$ cat src/hw/rtl/pwm_compare_stage_and_commit_macros.svh
// ----------------------------------------------------------------------------
// PWM compare staging assertion macros
// Shared concurrent assertion forms for the compare stage and commit block.
// ----------------------------------------------------------------------------
`ifndef PWM_COMPARE_STAGE_AND_COMMIT_MACROS_SVH
`define PWM_COMPARE_STAGE_AND_COMMIT_MACROS_SVH

// Same-cycle implication, disabled while reset is high.
`define PCSC_ASSERT_IMP(label, clk, rst, ante, cons) \
   label: assert property (@(posedge clk) disable iff (rst) (ante) |-> (cons)) \
      else $error("pcsc same-cycle check failed");

// Next-cycle implication, disabled while reset is high.
`define PCSC_ASSERT_NXT(label, clk, rst, ante, cons) \
   label: assert property (@(posedge clk) disable iff (rst) (ante) |=> (cons)) \
      else $error("pcsc next-cycle check failed");

`endif

$ cat src/hw/rtl/pcsc_pkg.sv
`timescale 1ns / 1ps
// ----------------------------------------------------------------------------
// PWM compare staging package
// Types, codes and constants shared by the compare staging modules.
// ----------------------------------------------------------------------------
package pcsc_pkg;

   localparam int CMP_W = 11;

   // Item kinds carried on the request side.
   localparam logic REQ_STAGE  = 1'b0;
   localparam logic REQ_COMMIT = 1'b1;

   // Interrupt arming codes.
   localparam logic [1:0] IRQ_NONE     = 2'd0;
   localparam logic [1:0] IRQ_COMPARE  = 2'd1;
   localparam logic [1:0] IRQ_OVERFLOW = 2'd2;

   // Compare masks: 11 bits at the fast clock, 10 bits otherwise.
   localparam logic [CMP_W-1:0] CMP_MASK_FAST = 11'h7FF;
   localparam logic [CMP_W-1:0] CMP_MASK_SLOW = 11'h3FF;

   // Configuration register indexes.
   localparam logic CSR_FAST_CLOCK = 1'b0;
   localparam logic CSR_FET_DELAY  = 1'b1;

   typedef struct packed {
      logic [CMP_W-1:0] power;
      logic [CMP_W-1:0] damping;
      logic             damping_en;
   } cmp_set_type;

   typedef struct packed {
      cmp_set_type pending;
      logic        pend_vld;
      cmp_set_type current;
      logic        stage_clock;
   } cmp_state_type;

   // Declared high field first so that interrupt_choice lands in the low bits.
   typedef struct packed {
      logic             damp_on;
      logic [CMP_W-1:0] damp_cmp;
      logic [CMP_W-1:0] power_cmp;
      logic             pending_flag;
      logic             disable_ccf;
      logic             damp_commit;
      logic             committed;
      logic [1:0]       interrupt_choice;
   } rsp_type;

   localparam int RSP_W = $bits(rsp_type);

endpackage

$ cat src/hw/rtl/pcsc_step.sv
`timescale 1ns / 1ps
// ----------------------------------------------------------------------------
// PWM compare step logic
// Next-state and result logic for one stage or commit beat.
// ----------------------------------------------------------------------------
module pcsc_step import pcsc_pkg::*; (
   input  cmp_state_type st,
   input  logic          fast_clock_mode,
   input  logic [7:0]    fet_delay,
   input  logic          req_type,
   input  logic [7:0]    duty_req,
   input  logic [7:0]    duty_limit,
   input  logic [7:0]    rpm_duty_limit,
   input  logic [7:0]    counter_high,
   output cmp_state_type st_next,
   output rsp_type       rsp
);

   logic [7:0]       lim;
   logic [7:0]       duty;
   logic [CMP_W-1:0] scaled;
   logic [CMP_W-1:0] mask;
   logic [CMP_W-1:0] pc;
   logic [CMP_W-1:0] delay;
   logic [CMP_W-1:0] dc;
   logic             damp_en;
   logic             cur_high_stage;
   logic             cur_high_commit;
   logic             th_bit;
   logic             lo_bit;
   logic             window_ok;
   logic             do_commit;

   always_comb begin
      lim    = (rpm_duty_limit < duty_limit) ? rpm_duty_limit : duty_limit;
      duty   = (lim < duty_req) ? lim : duty_req;
      scaled = fast_clock_mode ? {duty, 3'b000} : {1'b0, duty, 2'b00};
      mask   = fast_clock_mode ? CMP_MASK_FAST : CMP_MASK_SLOW;
      pc     = ~scaled & mask;
      delay  = fast_clock_mode ? {2'b00, fet_delay, 1'b0} : {3'b000, fet_delay};
      dc     = (delay > pc) ? '0 : pc - delay;
      damp_en = (fet_delay != 8'd0);

      // The current compare is "high" when its threshold bit is clear.
      cur_high_stage  = fast_clock_mode ? ~st.current.power[10] : ~st.current.power[9];
      cur_high_commit = st.stage_clock ? ~st.current.power[10] : ~st.current.power[9];
      th_bit = st.stage_clock ? counter_high[2] : counter_high[1];
      lo_bit = st.stage_clock ? counter_high[1] : counter_high[0];
      window_ok = cur_high_commit ? (th_bit & ~lo_bit) : (~th_bit & ~lo_bit);
      do_commit = st.pend_vld & (~st.pending.damping_en | window_ok);

      st_next = st;
      rsp.interrupt_choice = IRQ_NONE;
      rsp.committed        = 1'b0;
      rsp.damp_commit      = 1'b0;
      rsp.disable_ccf      = 1'b0;

      if (req_type == REQ_STAGE) begin
         st_next.pending.power      = pc;
         st_next.pending.damping    = dc;
         st_next.pending.damping_en = damp_en;
         st_next.pend_vld           = 1'b1;
         st_next.stage_clock        = fast_clock_mode;
         if (damp_en || !cur_high_stage) begin
            rsp.interrupt_choice = IRQ_OVERFLOW;
         end else begin
            rsp.interrupt_choice = IRQ_COMPARE;
         end
      end else if (do_commit) begin
         st_next.current   = st.pending;
         st_next.pend_vld  = 1'b0;
         rsp.committed     = 1'b1;
         rsp.damp_commit   = st.pending.damping_en;
         rsp.disable_ccf   = ~st.pending.damping_en;
      end

      rsp.pending_flag = st_next.pend_vld;
      rsp.power_cmp    = st_next.current.power;
      rsp.damp_cmp     = st_next.current.damping;
      rsp.damp_on      = st_next.current.damping_en;
   end

endmodule

$ cat src/hw/rtl/pwm_compare_stage_and_commit.sv
`timescale 1ns / 1ps
// ----------------------------------------------------------------------------
// PWM compare stage and commit
// Double-buffered motor PWM compare staging with a windowed commit.
// ----------------------------------------------------------------------------
//
//   Channel | Direction | Handshake            | Contents
//   --------+-----------+----------------------+---------------------------------
//   req     | in        | tvalid / tready      | stage or commit beat
//   rsp     | out       | tvalid / tready      | one result beat per request beat
//   csr     | in        | csr_wen, no wait     | fast_clock_mode, fet_delay
//
// Each request beat is handled combinationally: the clamp, mask, subtract and
// window check all settle ahead of the state and result registers.
// A new beat is taken every cycle as long as the result register is empty
// or is being drained in the same cycle, so a full rate of one beat per
// cycle holds while rsp_tready stays high. A stall on rsp holds the result
// register and deasserts req_tready until the beat is taken.
// Reset is synchronous and active high; it clears all compare state, the
// configuration registers and the result valid flag.
//
`include "pwm_compare_stage_and_commit_macros.svh"

module pwm_compare_stage_and_commit import pcsc_pkg::*; (
   input  logic        clock,
   input  logic        reset,
   // Request channel.
   input  logic        req_tvalid,
   output logic        req_tready,
   input  logic [31:0] req_tdata,   // duty_req[7:0], duty_limit[15:8],
                                    // rpm_duty_limit[23:16], counter_high[31:24]
   input  logic        req_tuser,   // req_type[0]
   // Result channel.
   output logic        rsp_tvalid,
   input  logic        rsp_tready,
   output logic [31:0] rsp_tdata,   // interrupt_choice[1:0], committed[2],
                                    // damp_commit[3], disable_ccf[4],
                                    // pending_flag[5], power_cmp[16:6],
                                    // damp_cmp[27:17], damp_on[28],
                                    // zero fill[31:29]
   // Configuration write port.
   input  logic        csr_wen,
   input  logic        csr_addr,
   input  logic [7:0]  csr_wdata
);

   cmp_state_type st_ff, st_in;
   rsp_type       out_ff, out_in;
   logic          out_vld_ff, out_vld_in;
   logic          fast_ff;
   logic [7:0]    delay_ff;
   logic          req_accept;

   // The result register can take a new beat when it is empty or draining.
   assign req_tready = ~out_vld_ff | rsp_tready;
   assign req_accept = req_tvalid & req_tready;

   pcsc_step u_step (
      .st              (st_ff),
      .fast_clock_mode (fast_ff),
      .fet_delay       (delay_ff),
      .req_type        (req_tuser),
      .duty_req        (req_tdata[7:0]),
      .duty_limit      (req_tdata[15:8]),
      .rpm_duty_limit  (req_tdata[23:16]),
      .counter_high    (req_tdata[31:24]),
      .st_next         (st_in),
      .rsp             (out_in)
   );

   assign out_vld_in = req_accept | (out_vld_ff & ~rsp_tready);

   always_ff @(posedge clock) begin
      if (reset) begin
         st_ff      <= '0;
         out_vld_ff <= 1'b0;
         fast_ff    <= 1'b0;
         delay_ff   <= 8'd0;
      end else begin
         out_vld_ff <= out_vld_in;
         if (req_accept) begin
            st_ff <= st_in;
         end
         if (csr_wen) begin
            case (csr_addr)
               CSR_FAST_CLOCK: fast_ff  <= csr_wdata[0];
               CSR_FET_DELAY:  delay_ff <= csr_wdata;
               default:        ;
            endcase
         end
      end
   end

   // Result payload needs no reset; it is qualified by out_vld_ff.
   always_ff @(posedge clock) begin
      if (req_accept) begin
         out_ff <= out_in;
      end
   end

   assign rsp_tvalid = out_vld_ff;
   assign rsp_tdata  = {{(32 - RSP_W){1'b0}}, out_ff};

   // A commit always picks exactly one of the two interrupt follow-ups.
   `PCSC_ASSERT_IMP(a_commit_flags_onehot, clock, reset,
      out_vld_ff && out_ff.committed, out_ff.damp_commit != out_ff.disable_ccf)
   // Stage beats arm an interrupt and never report a commit.
   `PCSC_ASSERT_IMP(a_stage_no_commit, clock, reset,
      out_vld_ff && out_ff.interrupt_choice != IRQ_NONE, !out_ff.committed)
   // Accepting a stage beat leaves a request pending.
   `PCSC_ASSERT_NXT(a_stage_sets_pending, clock, reset,
      req_accept && req_tuser == REQ_STAGE, st_ff.pend_vld && out_ff.pending_flag)
   // A reported commit leaves nothing pending.
   `PCSC_ASSERT_IMP(a_commit_clears_pending, clock, reset,
      out_vld_ff && out_ff.committed, !out_ff.pending_flag)

endmodule
$ cat config.mk
export PLATFORM = sky130hd
export DESIGN_NAME = pwm_compare_stage_and_commit
export DESIGN_NICKNAME = d
export VERILOG_FILES = /design/src/hw/rtl/pcsc_pkg.sv /design/src/hw/rtl/pcsc_step.sv /design/src/hw/rtl/pwm_compare_stage_and_commit.sv
export VERILOG_INCLUDE_DIRS = /design/src /design/src/hw/rtl
export SDC_FILE = /design/constraint.sdc
export NUM_CORES = 1
export LEC_CHECK = 0
export BUFFER_PORTS_ARGS = -buffer_cell sky130_fd_sc_hd__buf_2
export CAP_MARGIN = 20
export CORE_ASPECT_RATIO = 0.6
export CORE_MARGIN = 2
export CORE_UTILIZATION = 55
export CTS_BUF_LIST = sky130_fd_sc_hd__clkbuf_4
export DETAILED_ROUTE_END_ITERATION = 12
export GPL_ROUTABILITY_DRIVEN = 1
export PLACE_DENSITY_LB_ADDON = 0.1
export SYNTH_ARGS = -nofsm -noshare
export SYNTH_HDL_FRONTEND = slang
export SYNTH_SLANG_ARGS = --single-unit
$ cat constraint.sdc
create_clock -name clock -period 7.65 [get_ports clock]
set_input_delay 1.9125 -clock clock [delete_from_list [all_inputs] [get_ports clock]]
set_output_delay 1.9125 -clock clock [all_outputs]
set_load 0.05 [all_outputs]
[Word level (Yosys, flattened, before mapping)]
Cells that the tools add are included.
Storage, ports and cells
  bits in registers: 87
  input port bits: 47
  output and inout port bits: 34
  word-level logic and storage cells: 65
Operators by class
  add/sub/neg operators: 1
  order comparisons: 3
  mux-type cells: 16
  bitwise gates (word level): 19
  reduce and logical (&&, ||, !) cells: 7
Operators with widths (number)
  11-bit 2-to-1 mux: 3
  24-bit 2-to-1 mux: 1
  23-bit 2-to-1 mux: 1
  8-bit less-than comparator: 2
  8-bit 2-to-1 mux: 2
  11-bit bitwise AND: 1
  11-bit greater-than comparator: 1
  11-bit NOT: 1
  11-bit subtractor: 1
  9-bit 2-to-1 mux: 1
  1-bit NOT: 9
  2-bit AND reduction: 4
  8-bit nonzero test: 1
  1-bit 2-to-1 mux: 7
  1-bit bitwise AND: 5
  1-bit OR: 3
  2-bit 2-to-1 mux: 1
  1-bit logical NOT: 1
  1-bit logical OR: 1

[Logic depth before layout (Yosys ltp)]
Gate-level depths: netlist of run 1.
  depth after elaboration: 9
  depth in mapped cells: 25
  depth with buffers taken out: 24

[Hierarchy]
Synthesis of run 1 repeated with hierarchy kept, for this count alone.
Second synthesis, totals
  cells, all modules: 586
  area, all modules: 5664.2 um^2
By module, submodules not included
  pwm_compare_stage_and_commit: instances 1, cells each 297, area an instance 3510.9 um^2, seq. area each 2031.9 um^2
  pcsc_step: instances 1, cells each 289, area an instance 2153.3 um^2, seq. area each 0.0 um^2

[Least setup slack after synthesis of run 1]
No wires, ideal clock.
  path type: input-to-reg
  start: input req_tdata[9]
  end: register st_ff[36] in the netlist's numbering
  library setup time: 116 ps
  arrival: 6426 ps
  required time: 7534 ps
  path slack: 1108 ps
  stages on the path: 23
  path buffers: 1
  cells stage by stage: inv_1 > ha_1 > a2111o_1 > and3_4 > buf_6 > nor2_4 > mux2_2 > ha_1 > a21oi_1 > o21ai_0 > o221a_2 > o221a_2 > nor3b_2 > nor2_2 > xnor2_1 > o21ai_0 > ha_1 > and3b_1 > nor3b_2 > nor2_1 > a41o_1 > o311a_1 > a2bb2oi_2
Between the ends
  word-level cells in the longest chain between the ends: 9
  elaborated cells between the ends (all ways): 10
  classes of those cells: add/sub: 1; order compare: 3; mux: 4; bitwise: 2
RTL lines
  start, declared: RTL line pwm_compare_stage_and_commit.sv:30  | input logic [31:0] req_tdata,
  8-bit less-than comparator: RTL line pcsc_step.sv:35  | lim = (rpm_duty_limit < duty_limit) ? rpm_duty_limit : duty_limit;
  8-bit 2-to-1 mux (*): RTL line pcsc_step.sv:35
  8-bit less-than comparator: RTL line pcsc_step.sv:36  | duty = (lim < duty_req) ? lim : duty_req;
  8-bit 2-to-1 mux (*): RTL line pcsc_step.sv:36
  11-bit 2-to-1 mux (*): RTL line pcsc_step.sv:37  | scaled = fast_clock_mode ? {duty, 3'b000} : {1'b0, duty, 2'b00};
  11-bit NOT (*): RTL line pcsc_step.sv:39  | pc = ~scaled & mask;
  11-bit bitwise AND (*): RTL line pcsc_step.sv:39
  11-bit subtractor / 11-bit greater-than comparator (equally long branches): RTL line pcsc_step.sv:41  | dc = (delay > pc) ? '0 : pc - delay;
  11-bit 2-to-1 mux (*): RTL line pcsc_step.sv:41
  end signal, assigned: RTL line pwm_compare_stage_and_commit.sv:82  | st_ff <= st_in;
  end, declared: RTL line pwm_compare_stage_and_commit.sv:47  | cmp_state_type st_ff, st_in;
Mark *: on every way between the ends. The rest lies on a longest branch, timed or not.
A chain may end at the register's enable or synchronous reset.

[Worst setup path in the final report of run 1]
  start: input req_tdata[9]
  end: register st_ff[30] in the netlist's numbering
Same word-level chain as after synthesis.

==> impl_metrics.tcl, run 1 <==
set metrics [dict create \
    vias 3786 \
    fmax_mhz 144.1 \
    fin_crit_ps 6942 \
    numCtsBuffers 9 \
    start_kind "input port" \
    core_area_um2 7976 \
    antenna_found_initial 0 \
    die_h_um 74.76 \
    synth_warnings 0 \
    clk_latency_ps 440 \
    synthTopCellsByArea "dfxtp_1, edfxtp_1, mux2_2" \
    syn_inst 502 \
    wirelength_um 10560 \
    syn-cell-area_um2 4589 \
    setup_tns_ps 0 \
    comb_power_share 0.318 \
    async_flop_share 0 \
    syn_to_final_growth_pct 12.05 \
    drv_cap 0 \
    dpl_worst_slack_ps 351.8 \
    yosysMostFrequentCell "nor2_1" \
    endpoint_kind "register" \
    clock_sinks 86 \
    overflow 0 \
    drive_above_1_share 0.2417 \
    vias_per_cell 5.543 \
    critical_path_arrival_ps 7270 \
    final_nets 635 \
    ys_seq_area_frac 0.4384 \
    ir_worst_vdd_v 0.0001304 \
    diodes 0 \
    leakagePower_nw 2.169 \
    drt_iter0_drc 289 \
    seqPwrFrac 0.484 \
    antenna_left 0 \
    postCtsSetupBuffers 0 \
    worstMarginPinSlew_ps 936.3 \
    grt_max_degree 53 \
    path_clk_slew_ps 110 \
    finalCritPeriodShare 0.9074 \
    grt_pass1_vias 3526 \
    synth_edf_count 29 \
    ys.flop_type "dfxtp_1" \
    skew_ps 11.94 \
    synth_top_area_cell "dfxtp_1" \
    io_buffers 72 \
    cts_tree "yes" \
    synth.distinct_cells 68 \
    p_int_mw 0.7065 \
    first_pass_iters 5 \
    cp_data_required_time_ps 7980 \
    outcome "completed" \
    grt_usage 0.2443 \
    drc 0 \
    power.density_nw_per_um2 211.5 \
    yosys-top-cells-count "nor2_1, nand2_1, dfxtp_1" \
    hold_path.class "register to register" \
    grt_setup_unrepaired "false" \
    finalSetupViolations 0 \
    crit_path_max_fanout 10 \
    hold_viol 0 \
    crit_type "input port to register" \
    p_sw_frac 0.3503 \
    die_w_um 121.9 \
    gp_congestion 0.8772 \
    fill_cells 700 \
    finalMaxSlewViolations 0 \
    drt-wirelength-per-cell_um 15.47 \
    hold_slack_ps 451.9 \
    cts.repair.resized 0 \
    slowest_delay_ps 450 \
    path_buf_inv 2 \
    die_area_um2 9115 \
    row_count 25 \
    slowest_stage "a2111o_1" \
    clock-root-buffer "clkbuf_4" \
    fin_ws_ps 708.5 \
    yosys.area.top_type_share 0.2486 \
    switchingPower_mw 0.3809 \
    path_common_cell "ha_1" \
    clkPwrFrac 0.199 \
    path_delay_family "compound AO/OA/AOI/OAI gates" \
    grt_first_pass_wirelength_um 17010 \
    dp.final_hpwl_um 7835 \
    crit_chain "buf_2 -> inv_1 -> ha_1 -> a2111o_1 -> and3_4 -> nor2_4 -> mux2_2 -> ha_1 -> a21oi_1 -> o21ai_0 -> o221a_2 -> o221ai_4 -> nand2_2 -> mux2_4 -> a21oi_1 -> ha_1 -> o221ai_1 -> a21boi_2 -> o31ai_1 -> nand2b_4 -> o21ai_1" \
    ctsHoldBuffers 0 \
    cts_buffer_depth 2 \
    relSlewSlack 0.3743 \
    io_pins 81 \
    ctsHtreeMaxLevel 3 \
    syn_avg_cell_area_um2 9.142 \
    start_util 0.5754 \
    ys_seq_elements 86 \
]
state kept, by name, indices dropped and copies added (netlist names):
name        count
st_ff          47
delay_ff        8
fast_ff         1
rsp_tdata      29
rsp_tvalid      1
tightest hold or removal path, delay by kind of cell, from the launching register on:
family / cells / cell delay, ps
and+or+nand+nor: 1 / 50
DFF: 1 / 330
AOI/OAI and AO/OA: 1 / 50
cells by family (layout without fill, tap and decap cells):
group           Yosys count  after routing  synth area share
compound gates           99             99            0.1521
xor+xnor                 11             11           0.02099
fa+ha+maj                18             18           0.04907
buf+inv                  50            121           0.04525
flops                    86             86            0.4384
mux                      35             35           0.08806
other cells               1              3         0.0008171
simple gates            202            202            0.2053
routing by layer:
| metal | track usage | wire, um |
|---|---|---|
| met1 | 0.3550 | 5103 |
| met4 | 0.05364 | 61 |
| met5 | 0 | 0 |
| met2 | 0.3693 | 4564 |
| met3 | 0.06515 | 835 |
cell usage in the layout (no fill, tap or decap), drive strengths merged, types with 3 or more instances in the layout:
cell / instances
a211oi: 5
a21oi: 36
a31oi: 3
a32oi: 4
and2: 6
buf: 78
clkbuf: 11
clkinv: 4
conb: 3
dfxtp: 57
edfxtp: 29
ha: 18
inv: 26
mux2: 27
mux2i: 7
nand2: 61
nand2b: 10
nand3: 11
nor2: 76
nor2b: 5
nor3: 21
nor3b: 4
o21ai: 25
o311ai: 3
o31ai: 4
xnor2: 9
power groups by stage:
stage	Clock (mW)	Combinational, mW	Sequential, mW
finish	0.216	0.345	0.526
global route	0.243	0.379	0.530
CTS	0.225	0.345	0.526
detailed placement	0	0.343	0.536
global placement	0	0.333	0.535
floorplan	0	0.225	0.573
final timing paths:
path | depth (start not counted) | slack, ps | endpoint | from
setup / recovery | 21 | 710 | st_ff[30]$_SDFFE_PP0P_ | req_tdata[9]
hold / removal | 2 | 450 | st_ff[28]$_SDFFE_PP0P_ | st_ff[28]$_SDFFE_PP0P_
setup reg to reg | 12 | 4680 | st_ff[36]$_SDFFE_PP0P_ | fast_ff$_SDFFE_PP0P_
hold reg to reg | 2 | 450 | st_ff[28]$_SDFFE_PP0P_ | st_ff[28]$_SDFFE_PP0P_
metrics by stage:
stage / total power, mW / utilization / area [um2] / cells
floorplan: 0.7978 / - / 4597 / 504
global placement: 0.8682 / 0.6311 / 5034 / 667
detailed placement: 0.8788 / 0.6311 / 5034 / 667
CTS: 1.096 / 0.6447 / 5142 / 683
global route: 1.151 / 0.6447 / 5142 / 683
finish: 1.087 / 0.6447 / 5142 / 683
final cells by class:
| type | count | area (um2) | area share |
|---|---|---|---|
| multi-input cells | 368 | 2380 | 0.4628 |
| flip-flops and latches | 86 | 2012 | 0.3912 |
| repair buffers | 78 | 405.4 | 0.07883 |
| well taps | 108 | 135.1 | 0.02628 |
| inverters | 27 | 101.3 | 0.01971 |
| clock buffers | 11 | 82.58 | 0.01606 |
| clock inverters | 5 | 26.28 | 0.005109 |
No activity file was read; power rests on OpenSTA's default activity.
==> run 2, diff against run 1 <==
CELL_PAD_IN_SITES_DETAIL_PLACEMENT = 0   (was default)
CELL_PAD_IN_SITES_GLOBAL_PLACEMENT = 1   (was default)
CORE_UTILIZATION = 44   (was 55)
==> run 2 against run 1 <==
Net effect: sequential power hardly changed; clock power rose by 42%; combinational power hardly changed; sequential share of layout area fell by 0.66 points; flip-flop and latch count unchanged; via count is 1.6% lower; global-route usage decreased by 4.7 points; setup slack worse by 150 ps; die area up 24%; non-clock buffer count decreased by 1; critical endpoint unchanged.
==> impl_metrics.tcl, run 2 (synthesis gave the netlist of run 1 again) <==
set metrics [dict create \
    ctsHtreeMaxLevel 3 \
    final_cell_mix "buf_2, nor2_1, nand2_1" \
    switchingPower_mw 0.4055 \
    grt_setup_unrepaired "false" \
    hold_viol 0 \
    start_util 0.4596 \
    finalCritPeriodShare 0.9268 \
    drt-wirelength-per-cell_um 15.10 \
    syn_to_final_growth_pct 13.99 \
    fill_cells 967 \
    finalSetupViolations 0 \
    outcome "completed" \
    gp_congestion 0.8749 \
    die_area_um2 11290 \
    crit_path_max_fanout 10 \
    seqPwrFrac 0.446 \
    postCtsSetupBuffers 0 \
    diodes 0 \
    p_sw_frac 0.3443 \
    endpoint_kind "register" \
    cts.repair.resized 0 \
    die_w_um 135.9 \
    numCtsBuffers 9 \
    overflow 0 \
    core_area_um2 9985 \
    grt_max_degree 53 \
    leakagePower_nw 2.202 \
    io_pins 81 \
    comb_power_share 0.294 \
    die_h_um 83.11 \
    clkPwrFrac 0.260 \
    io_buffers 72 \
    grt_pass1_vias 3446 \
    clock-root-buffer "clkbuf_4" \
    cp_data_required_time_ps 7990 \
    drt_iter0_drc 256 \
    fin_crit_ps 7090 \
    cts_buffer_depth 2 \
    critical_path_arrival_ps 7430 \
    worstMarginPinSlew_ps 952.1 \
    skew_ps 8.914 \
    grt_usage 0.1973 \
    p_int_mw 0.7724 \
    drive_above_1_share 0.2456 \
    setup_tns_ps 0 \
    wirelength_um 10710 \
    cts_tree "yes" \
    regArea_um2 2012 \
    largest_register "st_ff" \
    vias_per_cell 5.257 \
    grt_first_pass_wirelength_um 17460 \
    hold_slack_ps 461.5 \
    row_count 28 \
    antenna_left 0 \
    path_clk_slew_ps 140 \
    crit_type "input port to register" \
    power.density_nw_per_um2 225.2 \
    finalMaxSlewViolations 0 \
    fmax_mhz 141.0 \
    largest_register_ffs 47 \
    relSlewSlack 0.3653 \
    final_nets 634 \
    drc 0 \
    post-route-util 0.5239 \
    start_kind "input port" \
    hold_path.class "register to register" \
    dp.final_hpwl_um 7889 \
    ir_worst_vdd_v 0.00009496 \
    final_common_cell "buf_2" \
    clk_latency_ps 440 \
    antenna_found_initial 0 \
    clock_sinks 86 \
    vias 3727 \
    total_power_mw 1.178 \
    first_pass_iters 5 \
    ctsHoldBuffers 0 \
    multi_input_area_um2 2380 \
    drv_cap 0 \
]
[run 2: changes by cell type in the layout (fill, tap and decap cells not counted), sizes merged]
cell      previous run  this run
clkinvlp             2         0
bufinv               0         2
clkinv               4         2
buf                 78        77
inv                 26        30
clkbuf              11         9
[run 2: worst paths after layout]
path	from	to	slack, ps	cells after the start
setup reg to reg	fast_ff$_SDFFE_PP0P_	st_ff[30]$_SDFFE_PP0P_	4740	9
hold reg to reg	st_ff[27]$_SDFFE_PP0P_	st_ff[27]$_SDFFE_PP0P_	460	2
hold / removal	st_ff[27]$_SDFFE_PP0P_	st_ff[27]$_SDFFE_PP0P_	460	2
setup / recovery	req_tdata[9]	st_ff[30]$_SDFFE_PP0P_	560	21
[run 2: metrics by stage]
stage	cells	cell area, um2	worst slack, ps
2_1_floorplan	504	4597	1108
3_3_place_gp	693	5060	271.1
3_5_place_dp	693	5060	229.9
4_1_cts	709	5231	717.3
5_1_grt	709	5231	265.8
6_report	709	5231	560.2
[run 2: worst max-delay path: stages]
cell and delay, ps:
buf_2 90, inv_1 40, ha_1 270, a2111o_1 450, and3_4 240, nor2_4 260, mux2_2 400, ha_1 300
a21oi_1 60, o21ai_0 440, o221a_2 350, o221ai_4 120, nand2_2 230, mux2_4 370, a21oi_1 320, ha_1 360
o221ai_1 320, a21boi_2 110, o31ai_1 420, nand2b_4 270, o21ai_1 80
[run 2: cell type report]
class | count | share of cell area
timing repair buffer | 77 | 0.07606
inverter | 27 | 0.01937
clock inverter | 7 | 0.01985
sequential | 86 | 0.3846
clock buffer | 9 | 0.01292
multi-input combinational | 368 | 0.4549
tap | 135 | 0.03229
[run 2: layer usage]
metal | wire, um | up-vias | GRT usage
li1 | - | 1892 | -
met1 | 5929 | 1742 | 0.3169
met2 | 4168 | 80 | 0.2612
met3 | 493 | 13 | 0.04457
met4 | 113 | 0 | 0.04830
met5 | 0 | - | 0
[run 2: power groups by stage]
stage	logic (mW)	clock network, mW	registers [mW]
after floorplan	0.225	0	0.573
after global placement	0.340	0	0.535
after detailed placement	0.343	0	0.536
after CTS	0.346	0.316	0.526
after global routing	0.381	0.337	0.530
final	0.346	0.306	0.526
==> run 3, diff against run 2 <==
clock period = 7.2 ns   (was 7.65 ns; I/O delays follow)
==> run 3 against run 2 <==
Net effect: sequential share of layout area up 0.27 points; flip-flop and latch count unchanged; core utilization shrank 0.36 points; hold slack worse by 9.0 ps; die area is the same; design area shrank 0.69%; global-route usage is essentially flat; via count is 0.16% lower; combinational power rose by 7.5%; routed wire length down 0.86%; setup slack got worse by 82 ps; final cell count rose by 0.42%; critical endpoint is now st_ff[26]$_SDFFE_PP0P_; largest cell class unchanged; highest routed layer unchanged.
==> impl_metrics.tcl, run 3 (synthesis gave the netlist of run 1 again) <==
set metrics [dict create \
    placed_area_um2 5082 \
    largest_register "st_ff" \
    grt_pass1_vias 3547 \
    cts.repair.resized 0 \
    path_common_cell "ha_1" \
    drt_iter0_drc 177 \
    grt_setup_unrepaired "false" \
    cts_buffer_depth 2 \
    cp_data_required_time_ps 7530 \
    ctsHtreeMaxLevel 3 \
    dpl_worst_slack_ps 29.37 \
    io_pins 81 \
    r2r_start "fast_ff$_SDFFE_PP0P_" \
    fin_ws_ps 478.3 \
    numCtsBuffers 9 \
    antenna_found_initial 0 \
    path_buf_inv 2 \
    r2r_slack_ps 4400 \
    endpoint_kind "register" \
    r2r-end "st_ff[26]$_SDFFE_PP0P_" \
    leakagePower_nw 2.195 \
    crit_path_max_fanout 8 \
    first_pass_iters 4 \
    final_area_um2 5195 \
    ir_worst_vdd_v 0.0001202 \
    clk_latency_ps 440 \
    startpoint "req_tdata[9]" \
    hold_viol 0 \
    multi_input_area_um2 2380 \
    total_power_mw 1.166 \
    fill_cells 988 \
    die_h_um 83.11 \
    regArea_um2 2012 \
    vias 3721 \
    die_area_um2 11290 \
    diodes 0 \
    drc 0 \
    vias_per_cell 5.226 \
    postCtsSetupBuffers 0 \
    final_nets 637 \
    drt-wirelength-per-cell_um 14.91 \
    syn_to_final_growth_pct 13.20 \
    crit_end "st_ff[26]$_SDFFE_PP0P_" \
    outcome "completed" \
    ctsHoldBuffers 0 \
    skew_ps 17.86 \
    drv_cap 0 \
    slowest_stage "a2111o_1" \
    final_cell_mix "buf_2, nor2_1, nand2_1" \
    fin_crit_ps 6722 \
    grt_first_pass_wirelength_um 17620 \
    largest_register_ffs 47 \
    die_w_um 135.9 \
    path_delay_family "compound AO/OA/AOI/OAI gates" \
    fin_cells 712 \
    finalSetupViolations 0 \
    io_buffers 72 \
    final_common_cell "buf_2" \
    antenna_left 0 \
    overflow 0 \
    slowest_delay_ps 460 \
    dp.final_hpwl_um 7819 \
    finalMaxSlewViolations 0 \
    clock_sinks 86 \
    critical_path_arrival_ps 7050 \
    grt_usage 0.1969 \
    fmax_mhz 148.8 \
    gp_congestion 0.8642 \
    start_util 0.4596 \
    power.density_nw_per_um2 224.4 \
    start_kind "input port" \
    crit_type "input port to register" \
    crit_chain "buf_2 -> inv_1 -> ha_1 -> a2111o_1 -> and3_4 -> nor2_4 -> mux2_2 -> ha_1 -> a21oi_1 -> o21ai_0 -> o221a_2 -> o221ai_4 -> nand2_2 -> mux2_4 -> a21oi_1 -> ha_1 -> o221ai_1 -> a21boi_2 -> o31ai_1 -> nand2b_4 -> o21ai_1" \
    cts_tree "yes" \
    clock-root-buffer "clkbuf_4" \
    core_area_um2 9985 \
    row_count 28 \
    setup_tns_ps 0 \
    cp.depth 21 \
    grt_max_degree 53 \
    finalCritPeriodShare 0.9336 \
    dp_cells 696 \
    reg2reg_depth 12 \
    wirelength_um 10610 \
    worstMarginPinSlew_ps 964.9 \
    hold_path.class "register to register" \
    relSlewSlack 0.3552 \
    drive_above_1_share 0.2496 \
    path_clk_slew_ps 110 \
]
==> run 3: cell types whose count changed in the layout (fill, tap and decap cells not counted) <==
| cell | delta |
|---|---|
| clkinv_4 | -1 |
| buf_4 | +3 |
| inv_4 | -1 |
| clkinv_2 | +3 |
| inv_6 | -2 |
| inv_8 | -1 |
| bufinv_16 | -2 |
| clkbuf_4 | +4 |
==> run 3: per-layer routing <==
layer  vias to the layer above  track usage  wire [um]
li1                       1902            -          -
met1                      1724       0.3016       5732
met4                         0      0.03693         43
met5                         -            0          0
met2                        87       0.2769       4234
met3                         8      0.05311        602
==> run 3: layout make-up <==
type / count / share of cell area
Tap cell: 135 / 0.03251
Timing Repair Buffer: 80 / 0.08092
Clock buffer: 13 / 0.01879
Clock inverter: 3 / 0.002890
Sequential cell: 86 / 0.3873
Multi-Input combinational cell: 368 / 0.4581
Inverter: 27 / 0.01951
==> run 3: through the flow <==
stage	utilization	hold WS [ps]
after floorplan	-	421.7
after global placement	0.5090	440.6
after global routing	0.5203	472.5
after CTS	0.5203	455.3
final	0.5203	452.5
after detailed placement	0.5090	441.4
==> run 3: power breakdown <==
group	internal [mW]	total (mW)	leakage (nW)	switching (mW)
Sequential	0.539	0.558	0.759	0.0183
Clock	0.0853	0.236	0.0715	0.151
Combinational	0.139	0.372	1.36	0.232
==> run 3: how the worst min path moves through the flow <==
stage,start,to,slack (ps),cells after the start
after CTS,st_ff[27]$_SDFFE_PP0P_,st_ff[27]$_SDFFE_PP0P_,460,2
after global routing,st_ff[27]$_SDFFE_PP0P_,st_ff[27]$_SDFFE_PP0P_,470,2
after detailed placement,st_ff[27]$_SDFFE_PP0P_,st_ff[27]$_SDFFE_PP0P_,440,2
after global placement,st_ff[14]$_SDFFE_PP0P_,st_ff[14]$_SDFFE_PP0P_,440,2
after floorplan,st_ff[27]$_SDFFE_PP0P_,st_ff[27]$_SDFFE_PP0P_,420,2
final,st_ff[27]$_SDFFE_PP0P_,st_ff[27]$_SDFFE_PP0P_,450,2
==> run 3: worst register-to-register path: stages, from the launching register on <==
cell	delay, ps
dfxtp_1	410
buf_4	410
nand2_1	100
o21ai_0	90
ha_1	170
inv_1	50
a31oi_1	190
a211oi_2	120
o221ai_1	290
a21boi_2	100
o31ai_1	410
nand2b_4	270
o21ai_1	80
